**config.mk**
```make
export PLATFORM = sky130hd
export DESIGN_NAME = cell_voltage_protection_watch
export DESIGN_NICKNAME = d
export VERILOG_FILES = /design/src/cvpw_pkg.sv /design/src/cvpw_cfg.sv /design/src/cvpw_core.sv /design/src/cell_voltage_protection_watch.sv
export VERILOG_INCLUDE_DIRS = /design/src /design/src/src
export SDC_FILE = /design/constraint.sdc
export NUM_CORES = 1
export LEC_CHECK = 0
export BUFFER_PORTS_ARGS = -buffer_cell sky130_fd_sc_hd__buf_4
export CELL_PAD_IN_SITES_DETAIL_PLACEMENT = 1
export CELL_PAD_IN_SITES_GLOBAL_PLACEMENT = 1
export CORE_ASPECT_RATIO = 0.8
export CORE_MARGIN = 1.5
export CORE_UTILIZATION = 50
export CTS_CLUSTER_DIAMETER = 80
export DETAILED_ROUTE_END_ITERATION = 10
export PLACE_DENSITY_LB_ADDON = 0.1
export SYNTH_ARGS = -nofsm -noshare
export SYNTH_HDL_FRONTEND = slang
export SYNTH_SLANG_ARGS = --single-unit
```
**constraint.sdc**
```tcl
create_clock -name clk -period 11.42 [get_ports clk]
set_input_delay 1.142 -clock clk [delete_from_list [all_inputs] [get_ports clk]]
set_output_delay 1.142 -clock clk [all_outputs]
set_load 0.005 [all_outputs]
```
**src/cell_voltage_protection_watch_macros.svh**
```systemverilog
// assertion macros shared by the rtl files
`ifndef CELL_VOLTAGE_PROTECTION_WATCH_MACROS_SVH
`define CELL_VOLTAGE_PROTECTION_WATCH_MACROS_SVH

`ifndef SYNTHESIS
// same-cycle implication
`define CVPW_ASSERT(name, clk, rst_n, ante, cons) \
    name: assert property (@(posedge clk) disable iff (!rst_n) (ante) |-> (cons)) \
        else $error("assertion failed");
// next-cycle implication
`define CVPW_ASSERT_NEXT(name, clk, rst_n, ante, cons) \
    name: assert property (@(posedge clk) disable iff (!rst_n) (ante) |=> (cons)) \
        else $error("assertion failed");
`else
`define CVPW_ASSERT(name, clk, rst_n, ante, cons)
`define CVPW_ASSERT_NEXT(name, clk, rst_n, ante, cons)
`endif

`endif

```
**src/cvpw_pkg.sv**
```systemverilog
package cvpw_pkg;

    typedef struct packed {
        logic [12:0] cell_voltage_mv;
        logic        last_cell;
        logic [31:0] now_ms;
        logic [15:0] hard_under_flags;
        logic [15:0] hard_over_flags;
        logic [17:0] pack_voltage_mv;
    } cell_in_t;

    typedef struct packed {
        logic        low_current_ok;
        logic        high_current_ok;
        logic        charge_ok;
        logic [1:0]  pack_state;
        logic [12:0] highest_cell_mv;
        logic [13:0] lowest_cell_mv;
        logic        switch_update;
    } result_out_t;

    typedef struct packed {
        logic [4:0]  cell_count;
        logic [12:0] low_current_under_mv;
        logic [12:0] high_current_under_mv;
        logic [12:0] soft_over_mv;
        logic [12:0] discharge_hysteresis_mv;
        logic [12:0] charge_hysteresis_mv;
        logic [12:0] hard_over_mv;
        logic [7:0]  max_hard_errors;
    } cfg_t;

    // limits derived from the configuration
    typedef struct packed {
        logic [17:0] pack_limit_mv;
        logic [13:0] lc_recover_mv;
        logic [13:0] hc_recover_mv;
        logic [12:0] chg_recover_mv;
        logic        chg_recover_en;
    } limits_t;

    typedef enum logic [2:0] {
        REG_CELL_COUNT    = 3'd0,
        REG_LC_UNDER      = 3'd1,
        REG_HC_UNDER      = 3'd2,
        REG_SOFT_OVER     = 3'd3,
        REG_DISCHARGE_HYS = 3'd4,
        REG_CHARGE_HYS    = 3'd5,
        REG_HARD_OVER     = 3'd6,
        REG_MAX_HARD_ERR  = 3'd7
    } reg_index_t;

    typedef enum logic [1:0] {
        ST_NORMAL = 2'd0,
        ST_SOFT   = 2'd1,
        ST_HARD   = 2'd2
    } pack_state_t;

    localparam logic [13:0] LOW_START_MV   = 14'd10000;
    localparam logic [7:0]  HARD_COUNT_MAX = 8'd255;

    localparam cfg_t CFG_RESET = '{
        cell_count:              5'd12,
        low_current_under_mv:    13'd3000,
        high_current_under_mv:   13'd2900,
        soft_over_mv:            13'd4150,
        discharge_hysteresis_mv: 13'd250,
        charge_hysteresis_mv:    13'd250,
        hard_over_mv:            13'd4200,
        max_hard_errors:         8'd5
    };

    localparam limits_t LIMITS_RESET = '{
        pack_limit_mv:  18'd50400,
        lc_recover_mv:  14'd3250,
        hc_recover_mv:  14'd3150,
        chg_recover_mv: 13'd3900,
        chg_recover_en: 1'b1
    };

endpackage

```
**src/cvpw_cfg.sv**
```systemverilog
module cvpw_cfg (
    input  logic                 clk,
    input  logic                 rst_n,
    input  logic                 cfg_we,
    input  logic [2:0]           cfg_index,
    input  logic [12:0]          cfg_data,
    output cvpw_pkg::cfg_t       cfg,
    output cvpw_pkg::limits_t    limits
);

    cvpw_pkg::cfg_t    cfg_reg;
    cvpw_pkg::cfg_t    cfg_next;
    cvpw_pkg::limits_t lim_reg;
    cvpw_pkg::limits_t lim_next;

    always_comb
    begin
        cfg_next = cfg_reg;
        if (cfg_we)
        begin
            case (cfg_index)
                cvpw_pkg::REG_CELL_COUNT:    cfg_next.cell_count = cfg_data[4:0];
                cvpw_pkg::REG_LC_UNDER:      cfg_next.low_current_under_mv = cfg_data;
                cvpw_pkg::REG_HC_UNDER:      cfg_next.high_current_under_mv = cfg_data;
                cvpw_pkg::REG_SOFT_OVER:     cfg_next.soft_over_mv = cfg_data;
                cvpw_pkg::REG_DISCHARGE_HYS: cfg_next.discharge_hysteresis_mv = cfg_data;
                cvpw_pkg::REG_CHARGE_HYS:    cfg_next.charge_hysteresis_mv = cfg_data;
                cvpw_pkg::REG_HARD_OVER:     cfg_next.hard_over_mv = cfg_data;
                cvpw_pkg::REG_MAX_HARD_ERR:  cfg_next.max_hard_errors = cfg_data[7:0];
                default:                     cfg_next = cfg_reg;
            endcase
        end
    end

    // limits are registered from the config registers and follow them in the next cycle
    always_comb
    begin
        lim_next.pack_limit_mv  = 18'(cfg_reg.cell_count) * 18'(cfg_reg.hard_over_mv);
        lim_next.lc_recover_mv  = 14'(cfg_reg.low_current_under_mv)
                                + 14'(cfg_reg.discharge_hysteresis_mv);
        lim_next.hc_recover_mv  = 14'(cfg_reg.high_current_under_mv)
                                + 14'(cfg_reg.discharge_hysteresis_mv);
        lim_next.chg_recover_mv = cfg_reg.soft_over_mv - cfg_reg.charge_hysteresis_mv;
        lim_next.chg_recover_en = cfg_reg.charge_hysteresis_mv <= cfg_reg.soft_over_mv;
    end

    always_ff @(posedge clk or negedge rst_n)
    begin
        if (!rst_n)
        begin
            cfg_reg <= cvpw_pkg::CFG_RESET;
            lim_reg <= cvpw_pkg::LIMITS_RESET;
        end
        else
        begin
            cfg_reg <= cfg_next;
            lim_reg <= lim_next;
        end
    end

    assign cfg    = cfg_reg;
    assign limits = lim_reg;

endmodule

```
**src/cvpw_core.sv**
```systemverilog
`include "cell_voltage_protection_watch_macros.svh"

module cvpw_core #(
    parameter int unsigned DISCHARGE_RETRY_MS = 5000,
    parameter int unsigned CHARGE_RETRY_MS    = 30000
) (
    input  logic                   clk,
    input  logic                   rst_n,
    input  logic                   update,
    input  cvpw_pkg::cell_in_t     item,
    input  cvpw_pkg::cfg_t         cfg,
    input  cvpw_pkg::limits_t      limits,
    output cvpw_pkg::result_out_t  res
);

    localparam logic [31:0] DIS_TIMEOUT = 32'(DISCHARGE_RETRY_MS);
    localparam logic [31:0] CHG_TIMEOUT = 32'(CHARGE_RETRY_MS);

    logic [12:0] run_high_reg, run_high_next;
    logic [13:0] run_low_reg, run_low_next;
    logic        lc_allowed_reg, lc_allowed_next;
    logic        hc_allowed_reg, hc_allowed_next;
    logic        chg_allowed_reg, chg_allowed_next;
    logic [31:0] lc_stamp_reg, lc_stamp_next;
    logic [31:0] hc_stamp_reg, hc_stamp_next;
    logic [31:0] chg_stamp_reg, chg_stamp_next;
    cvpw_pkg::pack_state_t state_reg, state_next;
    logic [7:0]  err_count_reg, err_count_next;
    logic        rep_chg_reg, rep_chg_next;
    logic        rep_lc_reg, rep_lc_next;

    logic [12:0] hi_new;
    logic [13:0] lo_new;
    logic [31:0] now;
    logic        soft_active;
    logic        lc_hit, hc_hit, chg_hit;
    logic        lc_fire, hc_fire, chg_fire;
    logic [31:0] lc_base, hc_base, chg_base;
    logic        lc_soft, hc_soft, chg_soft;
    logic [31:0] lc_stamp_soft, hc_stamp_soft, chg_stamp_soft;
    cvpw_pkg::pack_state_t state_soft;
    logic        hard_err;
    logic        lc_final, chg_final;
    logic        changed;

    always_comb
    begin
        now    = item.now_ms;
        hi_new = (item.cell_voltage_mv > run_high_reg) ? item.cell_voltage_mv : run_high_reg;
        lo_new = ({1'b0, item.cell_voltage_mv} < run_low_reg)
               ? {1'b0, item.cell_voltage_mv} : run_low_reg;

        soft_active = state_reg != cvpw_pkg::ST_HARD;

        // soft limit hits
        lc_hit  = lo_new <= {1'b0, cfg.low_current_under_mv};
        hc_hit  = lo_new <= {1'b0, cfg.high_current_under_mv};
        chg_hit = hi_new >= cfg.soft_over_mv;

        // retry timers see the stamp after any hit
        lc_base  = lc_hit ? now : lc_stamp_reg;
        hc_base  = hc_hit ? now : hc_stamp_reg;
        chg_base = chg_hit ? now : chg_stamp_reg;

        lc_fire  = (lo_new >= limits.lc_recover_mv) && ((now - lc_base) >= DIS_TIMEOUT);
        hc_fire  = (lo_new >= limits.hc_recover_mv) && ((now - hc_base) >= DIS_TIMEOUT);
        chg_fire = limits.chg_recover_en && (hi_new <= limits.chg_recover_mv)
                && ((now - chg_base) >= CHG_TIMEOUT);

        if (soft_active)
        begin
            lc_soft  = lc_fire  | (~lc_hit  & lc_allowed_reg);
            hc_soft  = hc_fire  | (~hc_hit  & hc_allowed_reg);
            chg_soft = chg_fire | (~chg_hit & chg_allowed_reg);
            lc_stamp_soft  = (lc_hit  || lc_fire)  ? now : lc_stamp_reg;
            hc_stamp_soft  = (hc_hit  || hc_fire)  ? now : hc_stamp_reg;
            chg_stamp_soft = (chg_hit || chg_fire) ? now : chg_stamp_reg;
            state_soft = (chg_soft && lc_soft) ? cvpw_pkg::ST_NORMAL : cvpw_pkg::ST_SOFT;
        end
        else
        begin
            lc_soft  = lc_allowed_reg;
            hc_soft  = hc_allowed_reg;
            chg_soft = chg_allowed_reg;
            lc_stamp_soft  = lc_stamp_reg;
            hc_stamp_soft  = hc_stamp_reg;
            chg_stamp_soft = chg_stamp_reg;
            state_soft = state_reg;
        end

        // hard errors
        hard_err = (|item.hard_under_flags) || (|item.hard_over_flags)
                || (item.pack_voltage_mv > limits.pack_limit_mv);

        lc_final  = lc_soft & ~hard_err;
        chg_final = chg_soft & ~hard_err;
        changed   = (rep_chg_reg != chg_final) || (rep_lc_reg != lc_final);

        res.low_current_ok  = lc_final;
        res.high_current_ok = hc_soft;
        res.charge_ok       = chg_final;
        res.pack_state      = (hard_err && (err_count_reg > cfg.max_hard_errors))
                            ? cvpw_pkg::ST_HARD : state_soft;
        res.highest_cell_mv = hi_new;
        res.lowest_cell_mv  = lo_new;
        res.switch_update   = changed;
    end

    always_comb
    begin
        run_high_next    = run_high_reg;
        run_low_next     = run_low_reg;
        lc_allowed_next  = lc_allowed_reg;
        hc_allowed_next  = hc_allowed_reg;
        chg_allowed_next = chg_allowed_reg;
        lc_stamp_next    = lc_stamp_reg;
        hc_stamp_next    = hc_stamp_reg;
        chg_stamp_next   = chg_stamp_reg;
        state_next       = state_reg;
        err_count_next   = err_count_reg;
        rep_chg_next     = rep_chg_reg;
        rep_lc_next      = rep_lc_reg;
        if (update)
        begin
            if (item.last_cell)
            begin
                // close the round
                run_high_next    = '0;
                run_low_next     = cvpw_pkg::LOW_START_MV;
                lc_allowed_next  = lc_final;
                hc_allowed_next  = hc_soft;
                chg_allowed_next = chg_final;
                lc_stamp_next    = lc_stamp_soft;
                hc_stamp_next    = hc_stamp_soft;
                chg_stamp_next   = chg_stamp_soft;
                state_next       = cvpw_pkg::pack_state_t'(res.pack_state);
                if (hard_err)
                begin
                    if (err_count_reg != cvpw_pkg::HARD_COUNT_MAX)
                    begin
                        err_count_next = err_count_reg + 8'd1;
                    end
                end
                else
                begin
                    err_count_next = '0;
                end
                rep_chg_next = chg_final;
                rep_lc_next  = lc_final;
            end
            else
            begin
                run_high_next = hi_new;
                run_low_next  = lo_new;
            end
        end
    end

    always_ff @(posedge clk or negedge rst_n)
    begin
        if (!rst_n)
        begin
            run_high_reg    <= '0;
            run_low_reg     <= cvpw_pkg::LOW_START_MV;
            lc_allowed_reg  <= 1'b1;
            hc_allowed_reg  <= 1'b1;
            chg_allowed_reg <= 1'b1;
            lc_stamp_reg    <= '0;
            hc_stamp_reg    <= '0;
            chg_stamp_reg   <= '0;
            state_reg       <= cvpw_pkg::ST_NORMAL;
            err_count_reg   <= '0;
            rep_chg_reg     <= 1'b0;
            rep_lc_reg      <= 1'b0;
        end
        else
        begin
            run_high_reg    <= run_high_next;
            run_low_reg     <= run_low_next;
            lc_allowed_reg  <= lc_allowed_next;
            hc_allowed_reg  <= hc_allowed_next;
            chg_allowed_reg <= chg_allowed_next;
            lc_stamp_reg    <= lc_stamp_next;
            hc_stamp_reg    <= hc_stamp_next;
            chg_stamp_reg   <= chg_stamp_next;
            state_reg       <= state_next;
            err_count_reg   <= err_count_next;
            rep_chg_reg     <= rep_chg_next;
            rep_lc_reg      <= rep_lc_next;
        end
    end

    `CVPW_ASSERT_NEXT(a_hard_sticky, clk, rst_n, state_reg == cvpw_pkg::ST_HARD, state_reg == cvpw_pkg::ST_HARD)
    `CVPW_ASSERT_NEXT(a_hard_blocks, clk, rst_n, update && item.last_cell && hard_err, !lc_allowed_reg && !chg_allowed_reg)
    `CVPW_ASSERT_NEXT(a_round_restart, clk, rst_n, update && item.last_cell, run_high_reg == 13'd0 && run_low_reg == cvpw_pkg::LOW_START_MV)

endmodule

```
**src/cell_voltage_protection_watch.sv**
```systemverilog
// channel  dir  handshake                    payload
// cell     in   cell_valid / cell_stall      cell_data (cvpw_pkg::cell_in_t)
// result   out  result_valid / result_stall  result_data (cvpw_pkg::result_out_t)
// cfg      in   cfg_we                       cfg_index, cfg_data
//
// one cell per cycle unless stalled; each cell passes through the input register
// the result of a round is valid the cycle after its last cell leaves that register
// reset restores register defaults and clears running extremes, flags and counters
// a held result stalls the input only while the waiting cell closes a round
`include "cell_voltage_protection_watch_macros.svh"

module cell_voltage_protection_watch #(
    parameter int unsigned DISCHARGE_RETRY_MS = 5000,
    parameter int unsigned CHARGE_RETRY_MS    = 30000
) (
    input  logic                   clk,
    input  logic                   rst_n,
    input  logic                   cell_valid,
    output logic                   cell_stall,
    input  cvpw_pkg::cell_in_t     cell_data,
    output logic                   result_valid,
    input  logic                   result_stall,
    output cvpw_pkg::result_out_t  result_data,
    input  logic                   cfg_we,
    input  logic [2:0]             cfg_index,
    input  logic [12:0]            cfg_data
);

    cvpw_pkg::cfg_t        cfg;
    cvpw_pkg::limits_t     limits;
    cvpw_pkg::result_out_t res;

    cvpw_pkg::cell_in_t    s1_reg, s1_next;
    logic                  s1_valid_reg, s1_valid_next;
    cvpw_pkg::result_out_t out_reg, out_next;
    logic                  out_valid_reg, out_valid_next;

    logic out_free;
    logic s1_go;
    logic accept;

    cvpw_cfg u_cfg (
        .clk       (clk),
        .rst_n     (rst_n),
        .cfg_we    (cfg_we),
        .cfg_index (cfg_index),
        .cfg_data  (cfg_data),
        .cfg       (cfg),
        .limits    (limits)
    );

    cvpw_core #(
        .DISCHARGE_RETRY_MS (DISCHARGE_RETRY_MS),
        .CHARGE_RETRY_MS    (CHARGE_RETRY_MS)
    ) u_core (
        .clk    (clk),
        .rst_n  (rst_n),
        .update (s1_go),
        .item   (s1_reg),
        .cfg    (cfg),
        .limits (limits),
        .res    (res)
    );

    always_comb
    begin
        out_free   = !out_valid_reg || !result_stall;
        // cells that do not close a round never wait on the output
        s1_go      = s1_valid_reg && (!s1_reg.last_cell || out_free);
        cell_stall = s1_valid_reg && !s1_go;
        accept     = cell_valid && !cell_stall;

        s1_next       = accept ? cell_data : s1_reg;
        s1_valid_next = accept || (s1_valid_reg && !s1_go);

        out_next       = out_reg;
        out_valid_next = out_valid_reg && result_stall;
        if (s1_go && s1_reg.last_cell)
        begin
            out_next       = res;
            out_valid_next = 1'b1;
        end
    end

    always_ff @(posedge clk or negedge rst_n)
    begin
        if (!rst_n)
        begin
            s1_valid_reg  <= 1'b0;
            out_valid_reg <= 1'b0;
        end
        else
        begin
            s1_valid_reg  <= s1_valid_next;
            out_valid_reg <= out_valid_next;
        end
    end

    always_ff @(posedge clk)
    begin
        s1_reg  <= s1_next;
        out_reg <= out_next;
    end

    assign result_valid = out_valid_reg;
    assign result_data  = out_reg;

    `CVPW_ASSERT(a_stall_cause, clk, rst_n, cell_stall, s1_valid_reg && s1_reg.last_cell && out_valid_reg && result_stall)

endmodule
```
# [Word level (Yosys, flattened, before mapping)]
# Index checks and enable logic that the tools add are counted.
[word_totals] latchBits=0 inputBits=117 out_inout_bits=35 romBits=0 regBits=420 elab_cells=143 mem_bits_rw=0 memories=0
[op_classes] magnitude_cmp=14 n_reduce_logical=41 n_eq_ne=12 bitwise_logic=12 div=0 muxes=16 shift=0 n_addsub=7 multipliers=1
[ops] operator="$mux 32" n=3
[ops] operator="$sub 32x32->32" n=3
[ops] operator="$ge 32x13->1 const B" n=2
[ops] operator="$ge 32x15->1 const B" n=1
[ops] operator="$reduce_or 16->1" n=2
[ops] operator="$add 13x13->14" n=2
[ops] operator="$ge 14x14->1" n=2
[ops] operator="$le 14x13->1" n=2
[ops] operator="$mux 14" n=2
[ops] operator="$le 13x13->1" n=2
[ops] operator="$mux 13" n=2
[ops] operator="$gt 18x18->1" n=1
[ops] operator="$mul 5x13->18" n=1
[ops] operator="$reduce_and 2->1" n=9
[ops] operator="$mux 8" n=2
[ops] operator="$lt 13x14->1" n=1
[ops] operator="$ge 13x13->1" n=1
[ops] operator="$gt 13x13->1" n=1
[ops] operator="$sub 13x13->13" n=1
[ops] operator="$eq 3x3->1 const B" n=4
[ops] operator="$reduce_and 4->1" n=3
[ops] operator="$logic_and 1x1->1" n=11
[ops] operator="$logic_or 1x1->1" n=9
[ops] operator="$add 8x1->8 const B" n=1
[ops] operator="other kinds (14)" n=35

# [Depth between registers and ports, before layout]
# Gate-level depths: netlist (run 1).
[depth] depth_word=12 depth_mapped=38 ltp_nobuf=35

# [Hierarchy]
# A second synthesis (run 1) with hierarchy kept.
[hier_totals] cells_unflattened=2759 hier_area_um2=28833.9
[by_module_without_submodules] mod="cvpw_core" cells_per_inst=1865 n_inst=1 seq_area_each_um2=3463.3 area_per_inst_um2=16032.9
[by_module_without_submodules] mod="cvpw_cfg" cells_per_inst=753 n_inst=1 seq_area_each_um2=3860.0 area_per_inst_um2=8822.2
[by_module_without_submodules] mod="cell_voltage_protection_watch" cells_per_inst=141 n_inst=1 seq_area_each_um2=3923.8 area_per_inst_um2=3978.8

# [Least setup slack after synthesis (run 1)]
# OpenSTA, ideal clock, no wires.
[synth_path] kind="reg2reg" start="register s1_reg[84] (netlist bit)" end="register u_core.chg_stamp_reg[1]" t_arrival_ns=7.790 period_less_slack_ns=7.917 path_buffers=5 path_slack_ns=3.503 required_ns=11.292 path_stages_with_launch=36 setup_ns=0.128 path_cell_list="edfxtp_1 -> ha_1 -> nor2b_1 -> o21a_1 -> o21a_1 -> o21ai_0 -> a21oi_1 -> o31ai_1 -> nand2b_1 -> a21oi_1 -> o31a_1 -> clkbuf_1 -> buf_1 -> mux2_2 -> ha_1 -> o21ai_0 -> a211o_1 -> a31oi_1 -> a211oi_1 -> buf_2 -> buf_1 -> o21ai_0 -> ha_1 -> fa_1 -> nor2b_1 -> o211ai_1 -> a21o_1 -> o32ai_1 -> o2111ai_1 -> and3_1 -> o211a_1 -> and4_1 -> a21bo_2 -> a21oi_2 -> buf_6 -> mux2_1"
[synth_lines] element="start: declaration" line="cell_voltage_protection_watch.sv:33" text="cvpw_pkg::cell_in_t s1_reg, s1_next;"
[synth_lines] element="start signal: assignment" line="cell_voltage_protection_watch.sv:101" text="s1_reg <= s1_next;"
[synth_lines] element="end signal: assignment" line="cvpw_core.sv:185" text="chg_stamp_reg <= chg_stamp_next;"
[synth_lines] element="end: declaration" line="cvpw_core.sv:26" text="logic [31:0] chg_stamp_reg, chg_stamp_next;"

==> metrics.yaml, run 1 <==
run_status:
  status: "complete, no violations"
cts:
  postCtsHoldBufs: 0
  worstSkewPairLatency_ps: 610
  clock_sinks: 420
  cts_made_buffers: 47
  cts_htree_levels: 2
  ctsRootBufferMaster: "clkbuf_16"
  tritoncts: "built"
  clockBufferDepth: 3
  path_clk_slew_ps: 60
logic_synthesis:
  synth_common_cells: "ha_1, inv_1, dfrtp_1, nand2_1, a21oi_1"
  ys.flop_type: "dfrtp_1"
  yosysSeqAreaShare_pct: 39.4
  synth.distinct_cells: 91
  avgSynthCellArea_um2: 10.1
  yosysTopAreaCell: "dfrtp_1"
  yosysWarnings: 0
  syn-instance-count: 2817
  synth.area.top_cells: "dfrtp_1, edfxtp_1, ha_1"
  ys_async_sr_fraction_pct: 69.3
  synth_edf_count: 129
  synth_area_um2: 28500
  synth.most_common_cell: "ha_1"
  synth.top_cell.area_share_pct: 19.1
  synth_seq_cells: 420
critical_path:
  slowest_stage: "nor4_1"
  worst_path_most_repeated_cell: "o21ai_0"
  worstPathRequired_ps: 11880
  crit_path_max_fanout: 32
  end_kind: "flip-flop"
  startpoint_type: "flip-flop"
  critPathBufInv: 1
  crit_type: "reg -> reg"
  critPathTopFamily: "compound AO/OA/AOI/OAI gates"
  critical-path-max-stage-delay_ps: 760
  arrival_ps: 11160
global_routing:
  overflow: 0
  grt_antenna_before_repair: 3
  grt_max_degree: 157
  grt_first_pass_wirelength_mm: 140
  grt_pass1_vias: 23942
  grtUsageTotal_pct: 30.4
layout:
  fin_nets: 3401
  seq_area_um2: 11200
  layout-drive-gt1-share_pct: 15.2
  num_antenna_cells: 0
  stdcell_count: 3754
  fill_cells: 6115
  area_growth_pct: 12.8
  multi_input_area_um2: 16100
  largest_reg_flops: 96
routing:
  drt_iter0_markers: 1554
  route.detailed.drc: 0
  wl_per_cell_um: 23.6
  wl_met1_mm: 43.5
  ant_nets: 0
  wl_met3_mm: 5.32
  top_layer: "met4"
  wl_met2_mm: 38.3
  vias: 22773
  vias_per_cell: 6.07
  firstDrtPassIters: 5
  wl_mm: 88.7
place:
  hpwlAfterDp_mm: 67.7
  dp_cells: 3666
  gp_congestion: 0.938
  io_buffers: 151
die:
  core_area_um2: 56500
  die_h_um: 217
  ios: 152
  die_x_um: 270
  initial_core_util_pct: 50.5
  design.die.area_um2: 58500
  rows: 78
timing:
  max_slew_margin_pct: 12.1
  setup_viol: 0
  tns_ps: 0
  min_period_ps: 10700
  worstMarginPinSlew_ps: 1320
  rsz0062_at_grt: "no"
  clock_skew_ps: 30.4
  final_max_slew_viol_count: 0
  fin_crit_sh_pct: 93.7
  final_hold_viol_count: 0
  fmax_ghz: 0.0935
power:
  p_per_area_nw_per_um2: 267
  vdd.ir_drop.worst_v: 0.000172
  p_leak_nw: 14.6
job:
  drv_cap: 0
worst_hold_path:
  hp-class: "reg -> reg"
[cell type report]
| class | instances | share of cell area [%] |
|---|---|---|
| inverter | 240 | 2.80 |
| tap | 760 | 2.96 |
| multi-input combinational | 2075 | 50.0 |
| clock inverter | 25 | 0.701 |
| timing repair buffer | 171 | 4.09 |
| clock buffer | 63 | 4.42 |
| sequential | 420 | 35.0 |
[placed cells by master, fill, tap and decap left out, types with 69 or more instances in the layout]
| cell type | synthesis | routed |
|---|---|---|
| ha_1 | 290 | 290 |
| inv_1 | 240 | 240 |
| nand2_1 | 218 | 218 |
| dfrtp_1 | 218 | 218 |
| a21oi_1 | 172 | 171 |
| buf_4 | 1 | 168 |
| o21ai_0 | 165 | 164 |
| nor2_1 | 157 | 157 |
| edfxtp_1 | 129 | 129 |
| mux2i_1 | 102 | 102 |
| mux2_2 | 90 | 90 |
| mux2_1 | 86 | 86 |
| dfstp_2 | 73 | 73 |
| a21o_1 | 69 | 69 |
[timing repair]
item | in CTS | in global routing
setup endpoints to repair | 0 | 32
buffers inserted | 0 | 0
resized for setup | 0 | 1
[worst register-to-register path, delay by kind of cell, from the launching register on]
kind / cells / cell delay, ps
buffers and inverters: 1 / 60
AO/OA/AOI/OAI: 20 / 6640
AND/OR/NAND/NOR: 3 / 1110
adder cells (fa/ha/maj): 4 / 1490
flip-flops: 1 / 480
multiplexers: 2 / 770
[where the power goes]
group	internal [mW]	switching, mW	leakage [nW]
Sequential	2.05	0.289	4.65
Combinational	1.86	2.76	9.08
Clock	0.931	0.683	0.821
Total	4.84	3.73	14.6
[per-stage QoR]
| step | power [mW] | hold WS (ps) | util, % | instance area, µm² | setup WS [ps] |
|---|---|---|---|---|---|
| 6_report | 8.57 | 481 | 56.9 | 32100 | 723 |
| 5_1_grt | 9.18 | 496 | 56.9 | 32100 | 423 |
| 4_1_cts | 8.55 | 481 | 56.9 | 32100 | 404 |
| 3_5_place_dp | 6.87 | 470 | 54.0 | 30500 | 480 |
| 3_3_place_gp | 6.65 | 467 | 54.0 | 30500 | 646 |
| 2_1_floorplan | 5.54 | 444 | - | 28500 | 3500 |
[routing by layer]
layer  vias up  track usage (%)
li1      10489                -
met1     11585             45.3
met2       593             46.3
met3       106             5.12
met4         0             6.54
met5         -                0
[worst paths after layout]
check                                  startpoint  depth (start not counted)  slack [ps]                       end
hold / removal             u_core.run_low_reg[13]                          2         480    u_core.run_low_reg[13]
hold reg to reg            u_core.run_low_reg[13]                          2         480    u_core.run_low_reg[13]
min in group asynchronous                   rst_n                          1         520          u_cfg.limits[55]
max in group asynchronous                   rst_n                          2        9480  u_core.chg_stamp_reg[18]
setup reg to reg                       s1_reg[84]                         30         720    u_core.hc_stamp_reg[1]
setup / recovery                       s1_reg[84]                         30         720    u_core.hc_stamp_reg[1]
[cell families after synthesis]
kind of cell             after synthesis  share of synthesized area [%]
AO/OA/AOI/OAI                        665                           15.2
XOR/XNOR                              73                           2.24
adder cells (fa/ha/maj)              329                           15.5
buffers and inverters                324                           4.49
flip-flops                           420                           39.4
multiplexers                         278                           10.5
other                                  1                         0.0132
AND/OR/NAND/NOR                      727                           12.6
Note: power is estimated with default switching activity, not from simulation.
==> inputs of run 2 (changes only) <==
- CELL_PAD_IN_SITES_DETAIL_PLACEMENT: 1 -> unset
- CELL_PAD_IN_SITES_GLOBAL_PLACEMENT: 1 -> unset
- CORE_UTILIZATION: 50 -> 63
- PLACE_DENSITY: unset -> 0.82
- PLACE_DENSITY_LB_ADDON: 0.1 -> unset
==> metrics.yaml, run 2 (synthesis results as in run 1) <==
run_status:
  status: "complete, no violations"
place:
  hpwlAfterDp_mm: 58.4  # -14%
  gp_congestion: 0.953  # +1.6%
  io_buffers: 151  # unchanged
  postPlaceCellArea_um2: 30300  # -0.78%
layout:
  layout-drive-gt1-share_pct: 14.7  # -0.50 points
  final_common_cell: "ha_1"
  largest_reg_flops: 96  # unchanged
  fin_nets: 3397  # -0.12%
  final_cell_mix: "ha_1, inv_1, nand2_1, dfrtp_1, a21oi_1"
  area_growth_pct: 11.7
  num_antenna_cells: 0  # unchanged
  final_cell_area_um2: 31800  # -0.95%
routing:
  route.detailed.drc: 0  # unchanged
  ant_nets: 0  # unchanged
  drt_iter0_markers: 2274  # +46%
  vias: 22731  # -0.18%
  vias_per_cell: 6.33  # +4.3%
  wl_mm: 77.4  # -13%
  wl_per_cell_um: 21.6  # -8.7%
  firstDrtPassIters: 6  # +1
critical_path:
  slowest_stage: "a21boi_0"
  r2r_slack_ps: 1190  # +470 ps
  crit_path_max_fanout: 32  # unchanged
  worst_path_most_repeated_cell: "a21o_1"
  end_kind: "flip-flop"
  crit_type: "reg -> reg"
  worstPathRequired_ps: 11890  # about the same
  arrival_ps: 10700  # -460 ps
  critical-path-max-stage-delay_ps: 880  # +120 ps
  startpoint_type: "flip-flop"
cts:
  worstSkewPairLatency_ps: 600  # about the same
  path_clk_slew_ps: 70  # about the same
  clockBufferDepth: 3  # unchanged
  cts_made_buffers: 45  # -4.3%
  cts_setup_buffers: 0  # unchanged
  tritoncts: "built"
  cts_htree_levels: 2  # unchanged
  cts_resized: 0  # unchanged
  postCtsHoldBufs: 0  # unchanged
  ctsRootBufferMaster: "clkbuf_16"
  clock_sinks: 420  # unchanged
die:
  rows: 69  # -12%
  initial_core_util_pct: 64.0  # +14 points
  core_area_um2: 44500  # -21%
  design.die.area_um2: 46600  # -20%
  ios: 152  # unchanged
  die_x_um: 241  # -11%
  die_h_um: 193  # -11%
global_routing:
  grt_first_pass_wirelength_mm: 123  # -12%
  grt_max_degree: 114  # -27%
  grt_antenna_before_repair: 2  # -1
  overflow: 0  # unchanged
  grtUsageTotal_pct: 33.5  # +3.1 points
  grt_pass1_vias: 22190  # -7.3%
timing:
  final_max_slew_viol_count: 0  # unchanged
  hold_slack_ps: 486  # +4.76 ps
  tns_ps: 0  # unchanged
  min_period_ps: 10230  # -465 ps
  setup_viol: 0  # unchanged
  worstMarginPinSlew_ps: 1230  # -84.7 ps
  fin_crit_sh_pct: 89.6  # -4.1 points
  max_slew_margin_pct: 17.3  # +5.3 points
  rsz0062_at_grt: "no"
  clock_skew_ps: 21.2  # -9.24 ps
  final_hold_viol_count: 0  # unchanged
  fmax_ghz: 0.0977  # +4.5%
power:
  p_per_area_nw_per_um2: 263  # -1.5%
  p_leak_nw: 14.5  # -0.49%
  vdd.ir_drop.worst_v: 0.000149  # -14%
worst_hold_path:
  hp-class: "reg -> reg"
job:
  drv_cap: 0  # unchanged
run 2: changes by cell type in the layout (fill, tap and decap cells not counted), moves of 2 or more:
cell       before  now
clkbuf_8        8    0
bufinv_16       2    8
clkbuf_1        3    9
clkbuf_16      52   47
clkinv_1        0    5
inv_6           4    0
buf_12          2    0
clkinv_2       11    9
clkinv_4        3    1
run 2: final cells by class:
cell class,count,area (µm²)
tap,603,754
timing repair buffer,169,1280
fill,3280,12700
sequential,420,11200
multi-input combinational,2075,16100
clock buffer,56,1210
clock inverter,28,378
inverter,240,901
run 2: where the power goes:
part | total [mW] | internal (mW) | switching, mW
Clock | 1.59 | 0.942 | 0.651
Combinational | 4.42 | 1.84 | 2.59
Sequential | 2.35 | 2.05 | 0.293
run 2: metrics by stage:
stage / power [mW] / instances / utilization [%] / worst slack (ps)
floorplan: 5.54 / 2819 / - / 3500
global placement: 6.51 / 3507 / 67.9 / 1730
detailed placement: 6.66 / 3507 / 67.9 / 1510
CTS: 8.29 / 3591 / 71.5 / 1440
global route: 8.95 / 3591 / 71.5 / 607
finish: 8.36 / 3591 / 71.5 / 1190
run 2: worst max-delay path: cells and delay by family (launching register included):
| kind | cells | cell delay, ps |
|---|---|---|
| DFF | 1 | 480 |
| buffers and inverters | 1 | 490 |
| muxes | 2 | 640 |
| AOI/OAI and AO/OA | 19 | 6370 |
| and+or+nand+nor | 2 | 870 |
| adders and majority gates | 3 | 1170 |
run 2: worst paths after layout:
check,startpoint,endpoint,depth (start not counted)
max,s1_reg[84],u_core.lc_stamp_reg[4],27
min,u_core.hc_stamp_reg[29],u_core.hc_stamp_reg[29],1
max reg2reg,s1_reg[84],u_core.lc_stamp_reg[4],27
min reg2reg,u_core.hc_stamp_reg[29],u_core.hc_stamp_reg[29],1
max in group asynchronous,rst_n,u_cfg.cfg[32],3
min in group asynchronous,rst_n,u_cfg.cfg[43],1
run 2: per-layer routing:
metal,global-route usage [%],wire [µm]
met5,0,0
met4,9.88,2110
met3,5.85,7090
met2,48.5,32700
met1,51.2,35500
==> inputs of run 3 (changes only) <==
- CORE_ASPECT_RATIO: 0.8 -> 0.6
==> metrics.yaml, run 3 (synthesis results as in run 1) <==
routing:
  vias_per_cell: 6.40  # +1.2%
  firstDrtPassIters: 6  # unchanged
  route.detailed.drc: 0  # unchanged
  ant_nets: 0  # unchanged
  wl_per_cell_um: 21.6  # +0.19%
  wl_mm: 77.3  # -0.22%
  vias: 22897  # +0.73%
  drt_iter0_markers: 2420  # +6.4%
power:
  p_leak_nw: 14.4  # -0.59%
  p_total_mw: 8.17  # -2.3%
  vdd.ir_drop.worst_v: 0.000143  # -3.5%
  p_per_area_nw_per_um2: 258  # -1.6%
place:
  hpwlAfterDp_mm: 59.1  # +1.4%
  postPlaceCellArea_um2: 30300  # +0.13%
  io_buffers: 151  # unchanged
  gp_congestion: 1.00  # +5.4%
  dp_cells: 3501  # -0.17%
timing:
  min_period_ps: 9810  # -425 ps
  worstMarginPinSlew_ps: 1280  # +43.5 ps
  fmax_ghz: 0.102  # +4.3%
  tns_ps: 0  # unchanged
  setup_viol: 0  # unchanged
  final_max_slew_viol_count: 0  # unchanged
  rsz0062_at_grt: "no"
  max_slew_margin_pct: 14.8  # -2.5 points
  fin_crit_sh_pct: 85.9  # -3.7 points
  clock_skew_ps: 28.5  # +7.32 ps
  final_hold_viol_count: 0  # unchanged
cts:
  cts_setup_buffers: 0  # unchanged
  path_clk_slew_ps: 60  # about the same
  cts_htree_levels: 2  # unchanged
  cts_resized: 0  # unchanged
  postCtsHoldBufs: 0  # unchanged
  tritoncts: "built"
  clockBufferDepth: 3  # unchanged
  ctsRootBufferMaster: "clkbuf_16"
  worstSkewPairLatency_ps: 560  # -40 ps
  cts_made_buffers: 41  # -8.9%
  clock_sinks: 420  # unchanged
die:
  die_x_um: 278  # +15%
  design.die.area_um2: 46600  # about the same
  rows: 60  # -13%
  die_h_um: 168  # -13%
  ios: 152  # unchanged
  core_area_um2: 44700  # +0.44%
  initial_core_util_pct: 63.7  # -0.28 points
critical_path:
  worst_path_most_repeated_cell: "o21ai_0"
  slowest_stage: "a21oi_1"
  r2r_end: "u_core.hc_stamp_reg[1]"
  r2r_start: "s1_reg[84]"
  ff2ff_path_depth: 33  # +22%
  startpoint_type: "flip-flop"
  critical-path-max-stage-delay_ps: 700  # -180 ps
  arrival_ps: 10230  # -470 ps
  worstPathRequired_ps: 11840  # -50 ps
  r2r_slack_ps: 1610  # +430 ps
  end_kind: "flip-flop"
  crit_type: "reg -> reg"
  crit_path_max_fanout: 34  # +6.3%
run_status:
  status: "complete, no violations"
layout:
  largest_reg_flops: 96  # unchanged
  fin_nets: 3401  # +0.12%
  stdcell_count: 3576  # -0.42%
  final_cell_area_um2: 31600  # -0.70%
  final_common_cell: "ha_1"
  area_growth_pct: 10.9
  num_antenna_cells: 0  # unchanged
  final_cell_mix: "ha_1, inv_1, nand2_1, dfrtp_1, buf_4"
  layout-drive-gt1-share_pct: 14.7  # -0.062 points
  fill_cells: 3279  # -0.030%
job:
  drv_cap: 0  # unchanged
global_routing:
  grt_pass1_vias: 22029  # -0.73%
  grt_max_degree: 108  # -5.3%
  grtUsageTotal_pct: 33.0  # -0.43 points
  grt_antenna_before_repair: 4  # +2
  overflow: 0  # unchanged
  grt_first_pass_wirelength_mm: 122  # -0.85%
worst_hold_path:
  min_to: "u_core.run_low_reg[13]"
  holdPathStages: 2  # +1
  hp-class: "reg -> reg"
  worstHoldStart: "u_core.run_low_reg[13]"
run 3: critical path, delay by kind of cell, from the launching register on:
family / cells / cell delay, ps
flops: 1 / 470
xor+xnor: 1 / 260
simple gates: 5 / 1440
mux: 1 / 520
compound gates: 19 / 4570
fa+ha+maj: 4 / 1430
buf+inv: 3 / 910
run 3: layout make-up:
| class | count | area [µm²] | share of cell area, % |
|---|---|---|---|
| clock buffers | 62 | 1230 | 3.88 |
| clock inverters | 13 | 98.8 | 0.313 |
| inverters | 240 | 901 | 2.85 |
| multi-input cells | 2075 | 16100 | 50.8 |
| flip-flops and latches | 420 | 11200 | 35.6 |
| well taps | 589 | 737 | 2.33 |
| repair buffers | 177 | 1340 | 4.23 |
run 3: worst max-delay path by stage:
stage / cells after the start / slack [ps] / end / start
2_1_floorplan: 35 / 3500 / u_core.chg_stamp_reg[1] / s1_reg[84]
3_3_place_gp: 35 / 1980 / u_core.hc_stamp_reg[7] / s1_reg[84]
3_5_place_dp: 35 / 1800 / u_core.hc_stamp_reg[5] / s1_reg[84]
4_1_cts: 35 / 1720 / u_core.hc_stamp_reg[1] / s1_reg[84]
5_1_grt: 35 / 830 / u_core.hc_stamp_reg[1] / s1_reg[84]
6_report: 33 / 1610 / u_core.hc_stamp_reg[1] / s1_reg[84]
run 3: power by group:
part	leakage [nW]	switching [mW]	internal [mW]
registers	4.65	0.272	2.05
logic	9.09	2.62	1.85
clock network	0.654	0.608	0.767
run 3: metal layers:
| layer | routed length (µm) | global-route usage [%] | vias up |
|---|---|---|---|
| li1 | - | - | 10488 |
| met1 | 36400 | 50.8 | 11224 |
| met2 | 31500 | 47.4 | 1037 |
| met3 | 7830 | 7.74 | 146 |
| met4 | 1560 | 6.99 | 2 |
| met5 | 7 | 0 | - |
run 3: stage by stage:
| stage | setup slack [ps] | util (%) | hold WS (ps) |
|---|---|---|---|
| finish | 1610 | 70.7 | 483 |
| global route | 827 | 70.7 | 503 |
| CTS | 1720 | 70.7 | 482 |
| floorplan | 3500 | - | 444 |
| detailed placement | 1800 | 67.7 | 472 |
| global placement | 1980 | 67.7 | 467 |
